--- config.mk ---
export PLATFORM = sky130hd
export DESIGN_NAME = bfa_ctrl_flat
export DESIGN_NICKNAME = d
export VERILOG_FILES = /design/src/hdl/bfa_pkg.sv /design/src/hdl/bfa_if.sv /design/src/hdl/bfa_zero_find.sv /design/src/hdl/bfa_ctrl.sv /design/src/flat_wrapper.sv
export SDC_FILE = /design/constraint.sdc
export NUM_CORES = 1
export LEC_CHECK = 0
export BUFFER_PORTS_ARGS = -buffer_cell sky130_fd_sc_hd__buf_4
export CELL_PAD_IN_SITES_DETAIL_PLACEMENT = 1
export CELL_PAD_IN_SITES_GLOBAL_PLACEMENT = 1
export CORE_UTILIZATION = 44
export DETAILED_ROUTE_END_ITERATION = 10
export PLACE_DENSITY = 0.81
export SLEW_MARGIN = 20
export SYNTH_ARGS = -nofsm -noshare
export SYNTH_HDL_FRONTEND = slang
export SYNTH_HIERARCHICAL = 1
export SYNTH_SLANG_ARGS = --single-unit
export TNS_END_PERCENT = 100
--- constraint.sdc ---
create_clock -name clk -period 4.6 [get_ports clk]
set_clock_uncertainty 0.15 [all_clocks]
set_input_delay 0.23 -clock clk [delete_from_list [all_inputs] [get_ports clk]]
set_output_delay 0.23 -clock clk [all_outputs]
set_load 0.02 [all_outputs]
--- src/hdl/bfa_pkg.sv ---
package bfa_pkg;

    // Bitmap geometry
    localparam int MAP_BITS  = 8192;
    localparam int WORD_W    = 32;
    localparam int MAP_WORDS = (MAP_BITS + WORD_W - 1) / WORD_W;
    localparam int WADDR_W   = $clog2(MAP_WORDS);
    localparam int BIT_W     = $clog2(WORD_W);
    localparam int IDX_W     = WADDR_W + BIT_W;

    // Field widths
    localparam int FIELD_W  = 14;
    localparam int STATUS_W = 2;

    localparam logic [FIELD_W-1:0] MAP_BITS_F  = FIELD_W'(MAP_BITS);
    localparam logic [FIELD_W-1:0] LIMIT_RESET = 14'd8192;

    // Request actions
    localparam logic ACT_ALLOC = 1'b0;
    localparam logic ACT_FREE  = 1'b1;

    // Result status codes
    localparam logic [STATUS_W-1:0] ST_OK        = 2'd0;
    localparam logic [STATUS_W-1:0] ST_FULL      = 2'd1;
    localparam logic [STATUS_W-1:0] ST_RANGE     = 2'd2;
    localparam logic [STATUS_W-1:0] ST_NOT_ALLOC = 2'd3;

    typedef struct packed {
        logic               wr_en;
        logic [WADDR_W-1:0] wr_addr;
        logic [WORD_W-1:0]  wr_data;
        logic               rd_en;
        logic [WADDR_W-1:0] rd_addr;
    } ram_req_t;

    typedef struct packed {
        logic [FIELD_W-1:0]  granted_number;
        logic [STATUS_W-1:0] status;
        logic [FIELD_W-1:0]  free_count;
    } result_t;

endpackage

--- src/hdl/bfa_if.sv ---
interface bfa_req_if
    import bfa_pkg::*;
();
    logic               valid;
    logic               ready;
    logic               action;
    logic [FIELD_W-1:0] item_number;

    modport source (output valid, output action, output item_number, input ready);
    modport sink   (input valid, input action, input item_number, output ready);
endinterface


--- src/hdl/bfa_zero_find.sv ---
module bfa_zero_find
    import bfa_pkg::*;
(
    input  logic [WORD_W-1:0] word,
    output logic              found,
    output logic [BIT_W-1:0]  pos
);

    // Pick the lowest clear bit: the last hit from the top wins
    always_comb
    begin
        found = 1'b0;
        pos   = '0;
        for (int i = WORD_W - 1; i >= 0; i--)
        begin
            if (!word[i])
            begin
                found = 1'b1;
                pos   = BIT_W'(i);
            end
        end
    end

endmodule

--- src/hdl/bfa_ctrl.sv ---
module bfa_ctrl
    import bfa_pkg::*;
(
    input  logic               clk,
    input  logic               rst_n,
    bfa_req_if.sink            req,
    input  logic [FIELD_W-1:0] bits_in_use,
    output ram_req_t           ram_req,
    input  logic [WORD_W-1:0]  ram_rdata,
    output result_t            res,
    output logic               res_valid,
    input  logic               res_take
);

    localparam logic [2:0] S_IDLE     = 3'd0;
    localparam logic [2:0] S_SCAN     = 3'd1;
    localparam logic [2:0] S_FREE_CHK = 3'd2;
    localparam logic [2:0] S_DONE     = 3'd3;

    logic [2:0]           state_reg;
    logic [MAP_WORDS-1:0] word_vld_reg;
    logic [FIELD_W-1:0]   free_cnt_reg;
    logic                 chk_vld_reg;
    logic [WADDR_W-1:0]   rd_ptr_reg;
    logic [WADDR_W-1:0]   chk_ptr_reg;
    logic [WADDR_W-1:0]   last_reg;
    logic [WORD_W-1:0]    tail_mask_reg;
    logic [BIT_W-1:0]     fbit_reg;
    result_t              res_reg;

    logic [FIELD_W-1:0]   limit;
    logic [FIELD_W-1:0]   limit_m1;
    logic [BIT_W-1:0]     tail_bits;
    logic [FIELD_W-1:0]   num_m1;
    logic                 num_bad;
    logic                 accept;
    logic [WORD_W-1:0]    eff_word;
    logic [WORD_W-1:0]    scan_word;
    logic                 found;
    logic [BIT_W-1:0]     pos;
    logic [WORD_W-1:0]    pos_bit;
    logic [WORD_W-1:0]    fbit_bit;
    logic [FIELD_W-1:0]   cnt_dec;
    logic [FIELD_W-1:0]   cnt_inc;
    logic [FIELD_W-1:0]   granted;

    // Clamp the limit to the map and work out the scan bounds
    assign limit     = (int'(bits_in_use) > MAP_BITS) ? MAP_BITS_F : bits_in_use;
    assign limit_m1  = limit - 1'b1;
    assign tail_bits = limit[BIT_W-1:0];

    // Free request decode
    assign num_m1  = req.item_number - 1'b1;
    assign num_bad = (req.item_number == '0) || (int'(req.item_number) > MAP_BITS);

    assign req.ready = (state_reg == S_IDLE);
    assign accept    = req.valid && req.ready;

    // A word never written since reset reads as all free
    assign eff_word  = word_vld_reg[chk_ptr_reg] ? ram_rdata : '0;
    assign scan_word = eff_word | ((chk_ptr_reg == last_reg) ? tail_mask_reg : '0);

    bfa_zero_find u_zero_find (
        .word  (scan_word),
        .found (found),
        .pos   (pos)
    );

    assign pos_bit  = WORD_W'(1) << pos;
    assign fbit_bit = WORD_W'(1) << fbit_reg;
    assign cnt_dec  = (free_cnt_reg != '0) ? free_cnt_reg - 1'b1 : free_cnt_reg;
    assign cnt_inc  = (free_cnt_reg < MAP_BITS_F) ? free_cnt_reg + 1'b1 : free_cnt_reg;
    assign granted  = FIELD_W'({chk_ptr_reg, pos}) + 1'b1;

    // Drive the bitmap memory
    always_comb
    begin
        ram_req = '0;
        unique case (state_reg)
            S_IDLE:
            begin
                if (accept && req.action == ACT_FREE && !num_bad)
                begin
                    ram_req.rd_en   = 1'b1;
                    ram_req.rd_addr = num_m1[IDX_W-1:BIT_W];
                end
            end
            S_SCAN:
            begin
                ram_req.rd_en   = 1'b1;
                ram_req.rd_addr = rd_ptr_reg;
                if (chk_vld_reg && found)
                begin
                    ram_req.wr_en   = 1'b1;
                    ram_req.wr_addr = chk_ptr_reg;
                    ram_req.wr_data = eff_word | pos_bit;
                end
            end
            S_FREE_CHK:
            begin
                if ((eff_word & fbit_bit) != '0)
                begin
                    ram_req.wr_en   = 1'b1;
                    ram_req.wr_addr = chk_ptr_reg;
                    ram_req.wr_data = eff_word & ~fbit_bit;
                end
            end
            S_DONE:
            begin
            end
            default:
            begin
            end
        endcase
    end

    // Sequence requests, hold word flags and the free counter
    always_ff @(posedge clk or negedge rst_n)
    begin
        if (!rst_n)
        begin
            state_reg    <= S_IDLE;
            word_vld_reg <= '0;
            free_cnt_reg <= MAP_BITS_F;
            chk_vld_reg  <= 1'b0;
        end
        else
        begin
            if (ram_req.wr_en)
            begin
                word_vld_reg[ram_req.wr_addr] <= 1'b1;
            end
            unique case (state_reg)
                S_IDLE:
                begin
                    chk_vld_reg <= 1'b0;
                    if (accept)
                    begin
                        if (req.action == ACT_ALLOC)
                        begin
                            state_reg <= (limit == '0) ? S_DONE : S_SCAN;
                        end
                        else
                        begin
                            state_reg <= num_bad ? S_DONE : S_FREE_CHK;
                        end
                    end
                end
                S_SCAN:
                begin
                    chk_vld_reg <= 1'b1;
                    if (chk_vld_reg && found)
                    begin
                        free_cnt_reg <= cnt_dec;
                        state_reg    <= S_DONE;
                    end
                    else if (chk_vld_reg && chk_ptr_reg == last_reg)
                    begin
                        state_reg <= S_DONE;
                    end
                end
                S_FREE_CHK:
                begin
                    if ((eff_word & fbit_bit) != '0)
                    begin
                        free_cnt_reg <= cnt_inc;
                    end
                    state_reg <= S_DONE;
                end
                S_DONE:
                begin
                    if (res_take)
                    begin
                        state_reg <= S_IDLE;
                    end
                end
                default:
                begin
                    state_reg <= S_IDLE;
                end
            endcase
        end
    end

    // Scan pointers and the result under construction
    always_ff @(posedge clk)
    begin
        unique case (state_reg)
            S_IDLE:
            begin
                if (accept)
                begin
                    rd_ptr_reg    <= '0;
                    last_reg      <= limit_m1[IDX_W-1:BIT_W];
                    tail_mask_reg <= (tail_bits == '0) ? '0 : ({WORD_W{1'b1}} << tail_bits);
                    chk_ptr_reg   <= num_m1[IDX_W-1:BIT_W];
                    fbit_reg      <= num_m1[BIT_W-1:0];
                    res_reg.granted_number <= '0;
                    res_reg.free_count     <= free_cnt_reg;
                    if (req.action == ACT_ALLOC)
                    begin
                        res_reg.status <= ST_FULL;
                    end
                    else
                    begin
                        res_reg.status <= num_bad ? ST_RANGE : ST_OK;
                    end
                end
            end
            S_SCAN:
            begin
                chk_ptr_reg <= rd_ptr_reg;
                if (rd_ptr_reg != last_reg)
                begin
                    rd_ptr_reg <= rd_ptr_reg + 1'b1;
                end
                if (chk_vld_reg && found)
                begin
                    res_reg.granted_number <= granted;
                    res_reg.status         <= ST_OK;
                    res_reg.free_count     <= cnt_dec;
                end
            end
            S_FREE_CHK:
            begin
                if ((eff_word & fbit_bit) != '0)
                begin
                    res_reg.free_count <= cnt_inc;
                end
                else
                begin
                    res_reg.status <= ST_NOT_ALLOC;
                end
            end
            S_DONE:
            begin
            end
            default:
            begin
            end
        endcase
    end

    assign res       = res_reg;
    assign res_valid = (state_reg == S_DONE);

    // The free counter stays within the map
    a_cnt_range: assert property (@(posedge clk) disable iff (!rst_n)
        free_cnt_reg <= MAP_BITS_F)
        else $error("free counter above map size");

    // The read pointer never runs past the last word of the scan
    a_ptr_bound: assert property (@(posedge clk) disable iff (!rst_n)
        (state_reg == S_SCAN) |-> (rd_ptr_reg <= last_reg))
        else $error("scan pointer past last word");

    // A bitmap write during the scan ends in a granted item
    a_grant: assert property (@(posedge clk) disable iff (!rst_n)
        (state_reg == S_SCAN && ram_req.wr_en) |=>
            (state_reg == S_DONE && res_reg.status == ST_OK && res_reg.granted_number != '0))
        else $error("scan write without grant");

    // The counter moves only with a bitmap write
    a_cnt_write: assert property (@(posedge clk) disable iff (!rst_n)
        !$stable(free_cnt_reg) |-> $past(ram_req.wr_en))
        else $error("free counter changed without bitmap write");

endmodule

--- src/flat_wrapper.sv ---
// flat-port wrapper written by rule: the top's interface ports become plain ports
module bfa_ctrl_flat import bfa_pkg::*;
  (clk, rst_n, bits_in_use, ram_req, ram_rdata, res, res_valid, res_take, req_valid, req_action, req_item_number, req_ready);
  bfa_req_if req_i ();
  input  logic clk;
  input  logic rst_n;
  input  logic [FIELD_W-1:0] bits_in_use;
  output ram_req_t ram_req;
  input  logic [WORD_W-1:0] ram_rdata;
  output result_t res;
  output logic res_valid;
  input  logic res_take;
  input wire logic [$bits(req_i.valid)-1:0] req_valid;
  input wire logic [$bits(req_i.action)-1:0] req_action;
  input wire logic [$bits(req_i.item_number)-1:0] req_item_number;
  output wire logic [$bits(req_i.ready)-1:0] req_ready;
  assign req_i.valid = req_valid;
  assign req_i.action = req_action;
  assign req_i.item_number = req_item_number;
  assign req_ready = req_i.ready;
  bfa_ctrl u_core (.clk(clk), .rst_n(rst_n), .req(req_i), .bits_in_use(bits_in_use), .ram_req(ram_req), .ram_rdata(ram_rdata), .res(res), .res_valid(res_valid), .res_take(res_take));
endmodule
==> results of run 1 <==
per-layer routing:
metal  up-vias  GRT usage [%]  share of wire [%]
met3       513           8.03                 11
li1       7812              -                  -
met4         0           22.9                7.6
met5         -          0.104                  0
met1     10100           47.5                 37
met2      1673           59.2                 45
stage by stage:
stage	total power, mW	cells	TNS (ns)
after global placement	13.6	2671	-179.55
after detailed placement	14.0	2671	-228.15
after global routing	20.4	2830	-354.16
final	20.0	2831	-323.50
after floorplan	10.0	1856	-0.163
after CTS	18.6	2817	-180.04
layout by cell type (no fill, tap or decap), types with 35 or more instances in the layout:
master	instances
a21oi_1	43
a31o_1	63
a31o_2	136
a41o_1	56
buf_4	358
buf_6	36
clkbuf_16	46
dfrtp_1	272
edfxtp_1	91
mux2i_1	80
mux4_2	35
nand2_1	113
nand3_1	45
nor2_1	158
nor3_1	43
synth_stat cells (28+ instances only):
| cell type | number | area share [%] |
|---|---|---|
| dfrtp_1 | 272 | 34 |
| nor2_1 | 170 | 3.2 |
| a31o_2 | 137 | 6.0 |
| nand2_1 | 121 | 2.3 |
| clkbuf_1 | 91 | 1.7 |
| edfxtp_1 | 91 | 14 |
| mux2i_1 | 83 | 4.2 |
| nor3_1 | 78 | 2.0 |
| a31o_1 | 63 | 2.8 |
| a41o_1 | 56 | 2.8 |
| nand3_1 | 54 | 1.4 |
| a21oi_1 | 45 | 1.1 |
| a22oi_1 | 39 | 1.5 |
| buf_2 | 36 | 0.91 |
| a22o_1 | 35 | 1.5 |
| mux4_2 | 35 | 4.0 |
| inv_1 | 34 | 0.64 |
| o21ai_0 | 34 | 0.86 |
| xnor2_1 | 32 | 1.4 |
| nand4_1 | 28 | 0.88 |
kinds of logic (layout without fill, tap and decap cells):
family	Yosys count	count (layout)	share of synthesized area (%)
adder cells (fa/ha/maj)	14	14	0.881
flip-flops	364	364	48.1
multiplexers	133	133	8.99
AND/OR/NAND/NOR	558	558	13.4
AO/OA/AOI/OAI	534	535	21.8
other	1	2	0.0189
XOR/XNOR	50	50	2.20
buffers and inverters	202	583	4.66
worst paths after layout:
check	to	depth (start not counted)	start	slack (ns)
min in group clk	u_core/chk_ptr_reg[1]$_DFFE_PP_	3	req_item_number[6]	0.03
min reg2reg	u_core/word_vld_reg[238]$_DFFE_PN0P_	1	u_core/word_vld_reg[238]$_DFFE_PN0P_	0.32
max reg2reg	u_core/res[27]$_SDFFCE_PN0P_	27	u_core/chk_ptr_reg[1]$_DFFE_PP_	-1.31
min	u_core/free_cnt_reg[3]$_DFFE_PN0P_	2	rst_n	0.01
max in group asynchronous	u_core/word_vld_reg[135]$_DFFE_PN0P_	3	rst_n	3.08
max	ram_req[28]	22	u_core/chk_ptr_reg[1]$_DFFE_PP_	-1.57
area by class of cell:
| class | instances | area [um2] |
|---|---|---|
| clock inverters | 14 | 123 |
| flip-flops and latches | 364 | 9570 |
| diodes | 1 | 2.50 |
| inverters | 39 | 159 |
| multi-input cells | 1291 | 10200 |
| fillers | 4501 | 18000 |
| clock buffers | 63 | 1240 |
| repair buffers | 467 | 4370 |
| well taps | 592 | 741 |
what timing repair did:
action                                  CTS  global route
resized for setup                       104            68
endpoints found under the setup margin  356           357
hold buffers                             28             0
pin swaps                                40            16
endpoints found under the hold margin   103             0
buffers inserted                         37            13
gates cloned                              9             2
critical path, cell delays in order (launching register included):
cell and delay (ns):
edfxtp_1 0.40, buf_6 0.16, buf_12 0.16, mux2i_1 0.59
a22oi_2 0.25, a2111oi_4 0.47, nor3_1 0.10, a32oi_1 0.17
buf_4 0.19, buf_12 0.13, o22ai_4 0.11, buf_6 0.15
a22o_4 0.27, buf_4 0.16, nand4_1 0.16, nor3_4 0.07
buf_4 0.14, nor4_4 0.41, nor3b_4 0.36, buf_12 0.18
a22oi_1 0.08, nor3_2 0.26, buf_4 0.18
report_power, final:
group | switching [mW] | internal, mW
Clock | 1.51 | 1.94
Combinational | 6.73 | 4.68
Sequential | 0.821 | 4.31
==> impl_metrics.tcl, run 1 <==
set metrics [dict create \
    drive_gt1_share_pct 38.1 \
    overflow 0 \
    grt_usage_pct 37.6 \
    clk_path_buf_depth 3 \
    numCtsBuffers 42 \
    rsz0062_at_grt "true" \
    die_h_um 215 \
    syn_avg_cell_area_um2 10.7 \
    slew-limit-headroom_pct -6.81 \
    worst_slack_ns -1.57 \
    io_pins 147 \
    insertion_delay_ns 0.61 \
    coreArea_um2 44400 \
    grt_pass1_vias 20500 \
    place_congestion 0.981 \
    yosys.cell_types.count 81 \
    slew_viol_final 6 \
    grt_pass1_wl_um 132000 \
    fin_nets 2284 \
    portBuffers 146 \
    worst_pin_slew_ns 1.59 \
    syn_inst 1856 \
    first_pass_iters 5 \
    cts_root_buf "clkbuf_16" \
    grt_max_degree 104 \
    start_util_pct 44.8 \
    clock-sinks 364 \
    antenna_left 0 \
    peakVddDrop_mv 0.427 \
    synth-seq-area-share_pct 48.1 \
    fin_area_um2 26400 \
    avgRoutedWirePerCell_um 32.9 \
    synth_area_um2 19900 \
    cp_data_required_time_ns 4.22 \
    synthFlopType "dfrtp_1" \
    core.rowCount 77 \
    crit_type "register to primary output" \
    viasPerCell 7.11 \
    largest_reg_flops 256 \
    hp-class "input port to asynchronous set/reset pin" \
    drt_wl_total_um 93100 \
    cap_violations 1 \
    power.leakage_nw 11.9 \
    end_kind "primary output" \
    finalHoldViolations 0 \
    htree_levels 2 \
    outcome "complete, but fails checks" \
    critPathMaxFanout 8 \
    fin_crit_sh_pct 134 \
    fmax_ghz 0.162 \
    dieWidth_um 215 \
    arrival_ns 5.79 \
    start_kind "register" \
    whs_ns 0.0120 \
    async_reset_ff_share_pct 75.0 \
    tritoncts "yes" \
    initialDrtViolationCount 2596 \
    clkTransAtPathRegs_ns 0.07 \
    place_area_um2 23300 \
    synth-edff-count 91 \
    antenna_found_initial 1 \
    fin_crit_ns 6.17 \
    syn_nets 1935 \
    die_area_um2 46100 \
    yosys_warnings 6 \
    power.density_nw_per_um2 757 \
    area_growth_pct 32.9 \
    dp_hpwl_um 53100 \
    dpl_worst_slack_ns -0.959 \
    fin_util_pct 59.5 \
    setup_violations 358 \
    failed_checks "max-capacitance violations, max-slew violations, negative setup slack" \
    drc 0 \
    ys_seq_elements 364 \
    vias 20100 \
]
(Power assumes the default switching activity.)
==> run 2: changes to the inputs <==
CELL_PAD_IN_SITES_DETAIL_PLACEMENT = not set   (was 1)
CELL_PAD_IN_SITES_GLOBAL_PLACEMENT = not set   (was 1)
CORE_UTILIZATION = 50   (was 44)
PLACE_DENSITY = 0.75   (was 0.81)
==> run 2 against run 1 <==
The flow finishes with violations (negative setup slack). Clock-buffer cell count shrank 7. Sequential power fell by 4%. First-iteration DRC count decreased by 19%. Total power shrank 6.5%. Cell count is 3.9% lower. Routed wire length is 26% lower. Critical endpoint is now ram_req[19]. Largest cell class unchanged. Largest power group unchanged. Highest routed layer unchanged.
==> impl_metrics.tcl, run 2 (same netlist as run 1, synthesis figures left out) <==
set metrics [dict create \
    outcome "complete, but fails checks" \
    failed_checks "negative setup slack" \
    power.density_nw_per_um2 716 \
    p_seq_share_pct 26.5 \
    clock-sinks 364 \
    arrival_ns 5.20 \
    grt_max_degree 119 \
    antenna_found_initial 0 \
    portBuffers 146 \
    tritoncts "yes" \
    peakVddDrop_mv 0.416 \
    crit_type "register to primary output" \
    start_util_pct 51.1 \
    worst_slack_ns -0.976 \
    die_area_um2 40600 \
    clkTransAtPathRegs_ns 0.06 \
    cp_data_required_time_ns 4.22 \
    layout_common_cells "buf_4 (327), dfrtp_1 (272), nor2_1 (156)" \
    insertion_delay_ns 0.58 \
    finalHoldViolations 0 \
    critPathMaxFanout 8 \
    combPwrFrac_pct 55.3 \
    overflow 0 \
    initialDrtViolationCount 2113 \
    power.leakage_nw 11.7 \
    avgRoutedWirePerCell_um 25.2 \
    end_kind "primary output" \
    clk_path_buf_depth 3 \
    io_pins 147 \
    switchingPower_mw 7.91 \
    dp_hpwl_um 46900 \
    start_kind "register" \
    n_antenna_cell 0 \
    htree_levels 2 \
    drive_gt1_share_pct 37.4 \
    numCtsBuffers 40 \
    grt_usage_pct 33.2 \
    vias 18200 \
    rsz0062_at_grt "true" \
    worst-path-buf-inv 7 \
    critPathTopFamily "compound AO/OA/AOI/OAI gates" \
    max_stage_delay_ns 0.45 \
    fin_nets 2251 \
    coreArea_um2 38900 \
    drt_wl_total_um 68700 \
    die_h_um 201 \
    first_pass_iters 7 \
    place_congestion 1.02 \
    worst_pin_slew_ns 1.08 \
    pwr-share-clk_pct 18.2 \
    slew_viol_final 0 \
    dieWidth_um 201 \
    whs_ns 0.0239 \
    cp_cell_sequence "buf_6, buf_12, buf_8, mux4_2, mux2i_2, o211ai_1, a211oi_4, o22ai_4, buf_2, a22o_1, nand4_1, nor2_1, nand2_1, a21oi_2, buf_4, nor3b_4, buf_6, a22oi_2, nor3_2, buf_4" \
    layout_commonest_cell "buf_4" \
    fin_crit_ns 5.58 \
    hp-class "input port to register" \
    slew-limit-headroom_pct 27.2 \
    dpl_worst_slack_ns -0.605 \
    cap_violations 0 \
    power.internal_mw 10.8 \
    area_growth_pct 31.3 \
    cts_root_buf "clkbuf_16" \
    drc 0 \
    fin_util_pct 67.1 \
    fin_crit_sh_pct 121 \
    fmax_ghz 0.179 \
    largest_reg_flops 256 \
    grt_pass1_wl_um 104000 \
    viasPerCell 6.69 \
    grt_pass1_vias 17500 \
    setup_violations 355 \
    crit_slowest_cell "edfxtp_1" \
    antenna_left 0 \
    core.rowCount 72 \
    total_power_mw 18.7 \
    p_sw_share_pct 42.3 \
]
[run 2: final timing paths]
| path | start | endpoint | slack (ns) | cells past startpoint |
|---|---|---|---|---|
| setup / recovery | u_core/chk_ptr_reg[1]$_DFFE_PP_ | ram_req[19] | -0.98 | 20 |
| hold / removal | req_item_number[1] | u_core/fbit_reg[1]$_DFFE_PP_ | 0.02 | 4 |
| setup reg to reg | u_core/chk_ptr_reg[1]$_DFFE_PP_ | u_core/free_cnt_reg[1]$_DFFE_PN0P_ | -0.59 | 23 |
| hold reg to reg | u_core/word_vld_reg[194]$_DFFE_PN0P_ | u_core/word_vld_reg[194]$_DFFE_PN0P_ | 0.31 | 1 |
| max in group asynchronous | rst_n | u_core/word_vld_reg[121]$_DFFE_PN0P_ | 2.88 | 3 |
| min in group asynchronous | rst_n | u_core/free_cnt_reg[2]$_DFFE_PN0P_ | 0.14 | 2 |
[run 2: final cells by class]
cell class                 count  area (um2)
fill                        2878       12800
tap                          518         648
timing repair inverter         1        16.3
inverter                      39         165
sequential                   364        9570
timing repair buffer         435        3970
clock inverter                18         243
multi-input combinational   1291       10300
clock buffer                  56        1170
[run 2: timing repair]
action	CTS	global route
endpoints found under the setup margin	340	356
pin swaps	27	62
buffers inserted	18	17
hold endpoints to repair	146	0
resized for setup	94	124
gates cloned	6	8
hold buffers	29	0
[run 2: worst min-delay path, cell delays in order]
cell and delay [ns]:
buf_4 0.11, inv_1 0.07, ha_1 0.12, inv_1 0.03
[run 2: per-layer routing]
metal  share of wire [%]  track usage (%)  up-vias
li1                    -                -     7761
met1                  41             47.1     9074
met2                  45             50.1     1152
met3                  10             6.32      228
met4                 4.4             13.4        0
met5                   0                0        -
[run 2: power groups by stage]
stage	logic, mW	registers [mW]	clock network [mW]
after floorplan	5.20	4.84	0
after global placement	8.40	4.93	0
after detailed placement	8.54	4.97	0
after CTS	9.36	4.91	3.44
after global routing	10.8	5.04	3.55
final	10.3	4.95	3.39
[run 2: metrics by stage]
| stage | area (um2) | setup TNS [ns] | instances |
|---|---|---|---|
| floorplan | 20100 | -0.163 | 1856 |
| global placement | 22900 | -117.39 | 2574 |
| detailed placement | 22900 | -130.58 | 2574 |
| CTS | 25300 | -91.43 | 2700 |
| global route | 26100 | -210.10 | 2722 |
| finish | 26100 | -155.81 | 2722 |
